**src/rtl/dpq_pkg.sv**
```systemverilog
`timescale 1ns / 1ps
package dpq_pkg;

    // Operation codes carried on the command field.
    localparam logic [1:0] CMD_INSERT  = 2'd0;
    localparam logic [1:0] CMD_POP_MIN = 2'd1;
    localparam logic [1:0] CMD_POP_MAX = 2'd2;

    // Result status codes.
    localparam logic [1:0] ST_OK    = 2'd0;
    localparam logic [1:0] ST_EMPTY = 2'd1;
    localparam logic [1:0] ST_FULL  = 2'd2;

    // Read address selection for the entry memory.
    typedef enum logic [1:0] {
        RD_MID,
        RD_SHIFT,
        RD_FIRST,
        RD_LAST
    } t_rd_sel;

    // Write source and address selection for the entry memory.
    typedef enum logic [1:0] {
        WR_FOUND,
        WR_SHIFT,
        WR_NEW
    } t_wr_sel;

    // Commands from the controller to the datapath.
    typedef struct packed {
        logic       load;
        logic       rd_en;
        t_rd_sel    rd_sel;
        logic       wr_en;
        t_wr_sel    wr_sel;
        logic       step;
        logic       shift_init;
        logic       shift_dec;
        logic       cnt_inc;
        logic       pop_take;
        logic       set_status;
        logic [1:0] status;
        logic       out_load;
    } t_dp_cmd;

    // Status from the datapath to the controller.
    typedef struct packed {
        logic [1:0] cmd;
        logic       search_done;
        logic       found;
        logic       full;
        logic       empty;
        logic       shift_done;
        logic       out_busy;
    } t_dp_status;

endpackage

```
**src/rtl/dpq_ctrl.sv**
```systemverilog
`timescale 1ns / 1ps
module dpq_ctrl (
    input  logic               i_clk,
    input  logic               i_rst_n,
    input  logic               i_valid,
    output logic               o_ready,
    input  dpq_pkg::t_dp_status i_st,
    output dpq_pkg::t_dp_cmd    o_cmd
);
    import dpq_pkg::*;

    localparam logic [3:0] S_IDLE      = 4'd0;
    localparam logic [3:0] S_DEC       = 4'd1;
    localparam logic [3:0] S_SRCH      = 4'd2;
    localparam logic [3:0] S_CMP       = 4'd3;
    localparam logic [3:0] S_SHIFT_CHK = 4'd4;
    localparam logic [3:0] S_SHIFT_WR  = 4'd5;
    localparam logic [3:0] S_WR_NEW    = 4'd6;
    localparam logic [3:0] S_WR_FOUND  = 4'd7;
    localparam logic [3:0] S_POP_RD    = 4'd8;
    localparam logic [3:0] S_POP_TAKE  = 4'd9;
    localparam logic [3:0] S_FIN       = 4'd10;

    logic [3:0] r_state, n_state;

    // A new word is taken only when idle and the result register is empty or being taken.
    assign o_ready = (r_state == S_IDLE) && !i_st.out_busy;

    // Next state and datapath commands.
    always_comb begin
        n_state = r_state;
        o_cmd = '0;
        o_cmd.rd_sel = RD_MID;
        o_cmd.wr_sel = WR_NEW;
        unique case (r_state)
            S_IDLE: begin
                if (i_valid && o_ready) begin
                    o_cmd.load = 1'b1;
                    n_state = S_DEC;
                end
            end
            S_DEC: begin
                priority if (i_st.cmd == CMD_INSERT) begin
                    n_state = S_SRCH;
                end else if (i_st.cmd == CMD_POP_MIN || i_st.cmd == CMD_POP_MAX) begin
                    if (i_st.empty) begin
                        o_cmd.set_status = 1'b1;
                        o_cmd.status = ST_EMPTY;
                        n_state = S_FIN;
                    end else begin
                        n_state = S_POP_RD;
                    end
                end else begin
                    n_state = S_FIN;
                end
            end
            S_SRCH: begin
                if (i_st.search_done) begin
                    if (i_st.full) begin
                        o_cmd.set_status = 1'b1;
                        o_cmd.status = ST_FULL;
                        n_state = S_FIN;
                    end else begin
                        o_cmd.shift_init = 1'b1;
                        n_state = S_SHIFT_CHK;
                    end
                end else begin
                    o_cmd.rd_en = 1'b1;
                    o_cmd.rd_sel = RD_MID;
                    n_state = S_CMP;
                end
            end
            S_CMP: begin
                if (i_st.found) begin
                    n_state = S_WR_FOUND;
                end else begin
                    o_cmd.step = 1'b1;
                    n_state = S_SRCH;
                end
            end
            S_SHIFT_CHK: begin
                if (i_st.shift_done) begin
                    n_state = S_WR_NEW;
                end else begin
                    o_cmd.rd_en = 1'b1;
                    o_cmd.rd_sel = RD_SHIFT;
                    n_state = S_SHIFT_WR;
                end
            end
            S_SHIFT_WR: begin
                o_cmd.wr_en = 1'b1;
                o_cmd.wr_sel = WR_SHIFT;
                o_cmd.shift_dec = 1'b1;
                n_state = S_SHIFT_CHK;
            end
            S_WR_NEW: begin
                o_cmd.wr_en = 1'b1;
                o_cmd.wr_sel = WR_NEW;
                o_cmd.cnt_inc = 1'b1;
                n_state = S_FIN;
            end
            S_WR_FOUND: begin
                o_cmd.wr_en = 1'b1;
                o_cmd.wr_sel = WR_FOUND;
                n_state = S_FIN;
            end
            S_POP_RD: begin
                o_cmd.rd_en = 1'b1;
                o_cmd.rd_sel = (i_st.cmd == CMD_POP_MIN) ? RD_FIRST : RD_LAST;
                n_state = S_POP_TAKE;
            end
            S_POP_TAKE: begin
                o_cmd.pop_take = 1'b1;
                n_state = S_FIN;
            end
            S_FIN: begin
                if (!i_st.out_busy) begin
                    o_cmd.out_load = 1'b1;
                    n_state = S_IDLE;
                end
            end
            default: begin
                n_state = S_IDLE;
            end
        endcase
    end

    // State register.
    always_ff @(posedge i_clk) begin
        if (!i_rst_n) begin
            r_state <= S_IDLE;
        end else begin
            r_state <= n_state;
        end
    end

endmodule

```
**config.mk**
```make
export PLATFORM = sky130hd
export DESIGN_NAME = dpq_ctrl
export DESIGN_NICKNAME = d
export VERILOG_FILES = /design/src/rtl/dpq_pkg.sv /design/src/rtl/dpq_ctrl.sv
export SDC_FILE = /design/constraint.sdc
export NUM_CORES = 1
export LEC_CHECK = 0
export ABC_CLOCK_PERIOD_IN_PS = 2300
export BUFFER_PORTS_ARGS = -buffer_cell sky130_fd_sc_hd__clkbuf_2
export CAP_MARGIN = 30
export CORE_MARGIN = 2
export CORE_UTILIZATION = 33
export CTS_CLUSTER_DIAMETER = 50
export DETAILED_ROUTE_END_ITERATION = 10
export SLEW_MARGIN = 20
export SYNTH_ARGS = -nofsm -noshare
export SYNTH_HDL_FRONTEND = slang
export SYNTH_SLANG_ARGS = --single-unit
```
**constraint.sdc**
```tcl
create_clock -name i_clk -period 2.3 [get_ports i_clk]
set_clock_uncertainty 0.1 [all_clocks]
set_input_delay 0.23 -clock i_clk [delete_from_list [all_inputs] [get_ports i_clk]]
set_output_delay 0.23 -clock i_clk [all_outputs]
set_load 0.03 [all_outputs]
```
==> impl_metrics.toml <==
[status]
outcome = "finished, final reports clean"

[placement]
numPortBuffers = 27
dpl.cell_count = 111
hpwl_um = 1010
dpl-instance-area_um2 = 636
place.gp.congestion = 0.791

[cts]
cts-hold-fix-buffers = 0
path_clk_slew_ns = 0.04
clkSinkCount = 4
ctsRootBufferMaster = "clkbuf_4"
cts_resized = 0
clk_latency_ns = 0.24
cts_setup_buffers = 0
cts_made_buffers = 3
cts_tree = "yes"
clockBufferDepth = 2
cts_max_level = 1

[cells_and_area]
n_antenna_cell = 0
drive_above_1_share = 0.347
fillCellCount = 168
fin_util = 0.437
reg_top3 = "r_state (4)"
nets = 113
largest_reg_flops = 4
top_register = "r_state"
syn_to_final_growth_pct = 24.9
fin_cells = 114
finalInstanceArea_um2 = 658

[synth]
synthCells = 74
syn-num-nets = 87
synth_area_per_cell_um2 = 7.12
synth-seq-cells = 4
yosysUniqueCellTypes = 34
syn_area_um2 = 527
ys_warn_count = 0
synth_seq_area_share = 0.152

[global_routing]
grt_max_degree = 21
grt_pass1_vias = 524
grt_usage = 0.154
grt_overflow = 0
antenna_found_initial = 0
grt_pass1_wl_um = 2190

[timing]
finalHoldViolCount = 0
fin_crit_sh = 0.882
tightest_slew_ns = 0.643
finalSetupViolations = 0
max_freq_mhz = 493
min_period_ns = 2.03
relSlewSlack = 0.571
fin_tns_setup_ns = 0
finalMaxSlewViolations = 0
rsz0062_at_grt = "false"

[setup_path]
cp_top_family = "simple AND/OR/NAND/NOR gates"
cp-end-kind = "output port"
required_ns = 1.97
critPathMaxStageDelay_ns = 0.60
startpoint_type = "flop"
cp_slowest_cell = "dfxtp_1"
worstPathMaxFanout = 15
criticalPathCategory = "flop to output port"
cp_cell_sequence = "nand2b_2, or3_1, nand2_1, clkbuf_2"
worstPathArrival_ns = 1.70
cp.buffers_inverters = 1

[drt]
route.detailed.drc = 0
vias = 591
drt-total-wl_um = 1310
drt_iter0_drc = 7
via_per_inst = 5.18
first_pass_iters = 3
drt-wirelength-per-cell_um = 11.5
antenna_left = 0

[flow_run]
cap_violations = 0

[floorplan]
die_w_um = 44.0
rows = 14
io_pins = 28
start_util = 0.350
dieArea_mm2 = 0.00193
core-area_mm2 = 0.00151
die-height_um = 44.0

[power]
powerDensity_mw_per_mm2 = 1120
finalPower_w = 0.000735
max-vdd-ir-drop_mv = 0.616
p_leak_nw = 0.338

[min_path]
hold_path_class = "input pin to flop"
-- report_power, final --
group,internal [W],switching (W)
sequential,0.0000950,0.0000975
clock,0.0000585,0.0000305
combinational,0.000181,0.000273
total,0.000334,0.000401
-- kinds of logic (layout without fill, tap and decap cells) --
group                      count (synthesis)  in the layout  share of synthesized area
AOI/OAI and AO/OA                         15             15                      0.209
adders and majority gates                  2              2                     0.0475
buffers and inverters                     12             36                      0.131
DFF                                        4              4                      0.152
muxes                                      1              1                     0.0190
and+or+nand+nor                           40             40                      0.442
-- placed cells by master (no fill, tap or decap) --
cell type	n
a21boi_1	1
a21oi_1	1
a22o_1	3
a31oi_1	3
and3_1	1
clkbuf_2	27
clkbuf_4	3
dfxtp_1	4
ha_1	2
inv_1	6
mux2i_1	1
nand2_1	4
nand2b_1	2
nand2b_2	3
nand3_1	3
nand3b_1	1
nor2_1	7
nor2_4	1
nor2b_1	4
nor3_1	6
nor3b_1	3
nor4_1	1
nor4b_1	1
o2111a_1	1
o21a_1	1
o21ai_0	1
o21ai_1	1
o21bai_1	1
o22ai_1	1
o32a_1	1
or2_1	1
or3_1	1
or4_1	1
-- final cells by class --
| class | count | area (um^2) | share of cell area |
|---|---|---|---|
| repair buffers | 27 | 135 | 0.205 |
| flip-flops and latches | 4 | 80.1 | 0.122 |
| inverters | 6 | 22.5 | 0.0342 |
| well taps | 16 | 20.0 | 0.0304 |
| multi-input cells | 58 | 378 | 0.574 |
| clock buffers | 3 | 22.5 | 0.0342 |
-- final timing paths --
kind                                 start    endpoint  slack (ns)  depth (start not counted)
worst max-delay path            r_state[1]    o_cmd[3]        0.27                          4
worst min-delay path               i_rst_n  r_state[0]        0.19                          2
worst max register to register  r_state[2]  r_state[1]        0.57                          4
worst min register to register  r_state[3]  r_state[0]        0.68                          2
-- Yosys cell counts, drive strengths merged --
| library cell | count | area (um^2) |
|---|---|---|
| nor4b | 1 | 8.76 |
| nand2b | 5 | 38.8 |
| a22o | 3 | 26.3 |
| nor3 | 6 | 30.0 |
| a21boi | 1 | 7.51 |
| o21ai | 2 | 10.0 |
| mux2i | 1 | 10.0 |
| or3 | 1 | 6.26 |
| or4 | 1 | 7.51 |
| a31oi | 3 | 18.8 |
| nand3b | 1 | 7.51 |
| nand3 | 3 | 15.0 |
| inv | 6 | 22.5 |
| o21bai | 1 | 7.51 |
| nor4 | 1 | 6.26 |
| a21oi | 1 | 5.00 |
| nor2 | 8 | 37.5 |
| nor3b | 3 | 22.5 |
| nand2 | 4 | 15.0 |
| or2 | 1 | 6.26 |
| buf | 6 | 46.3 |
| o22ai | 1 | 6.26 |
| o21a | 1 | 7.51 |
| and3 | 1 | 6.26 |
| o2111a | 1 | 11.3 |
| ha | 2 | 25.0 |
| o32a | 1 | 10.0 |
| dfxtp | 4 | 80.1 |
| nor2b | 4 | 25.0 |
-- per-stage QoR --
stage | hold slack (ns) | setup slack (ns)
3_5_place_dp | 0.438 | 0.532
4_1_cts | 0.186 | 0.278
3_3_place_gp | 0.428 | 0.528
2_1_floorplan | 0.263 | 0.366
6_report | 0.187 | 0.271
5_1_grt | 0.199 | 0.153
-- routing by layer --
metal	GRT usage	vias to the layer above	wire length, um
li1	-	311	-
met1	0.201	260	612
met2	0.232	20	611
met3	0.0667	0	88
met4	0.0364	0	0
met5	0	-	0
(Power assumes the default switching activity.)
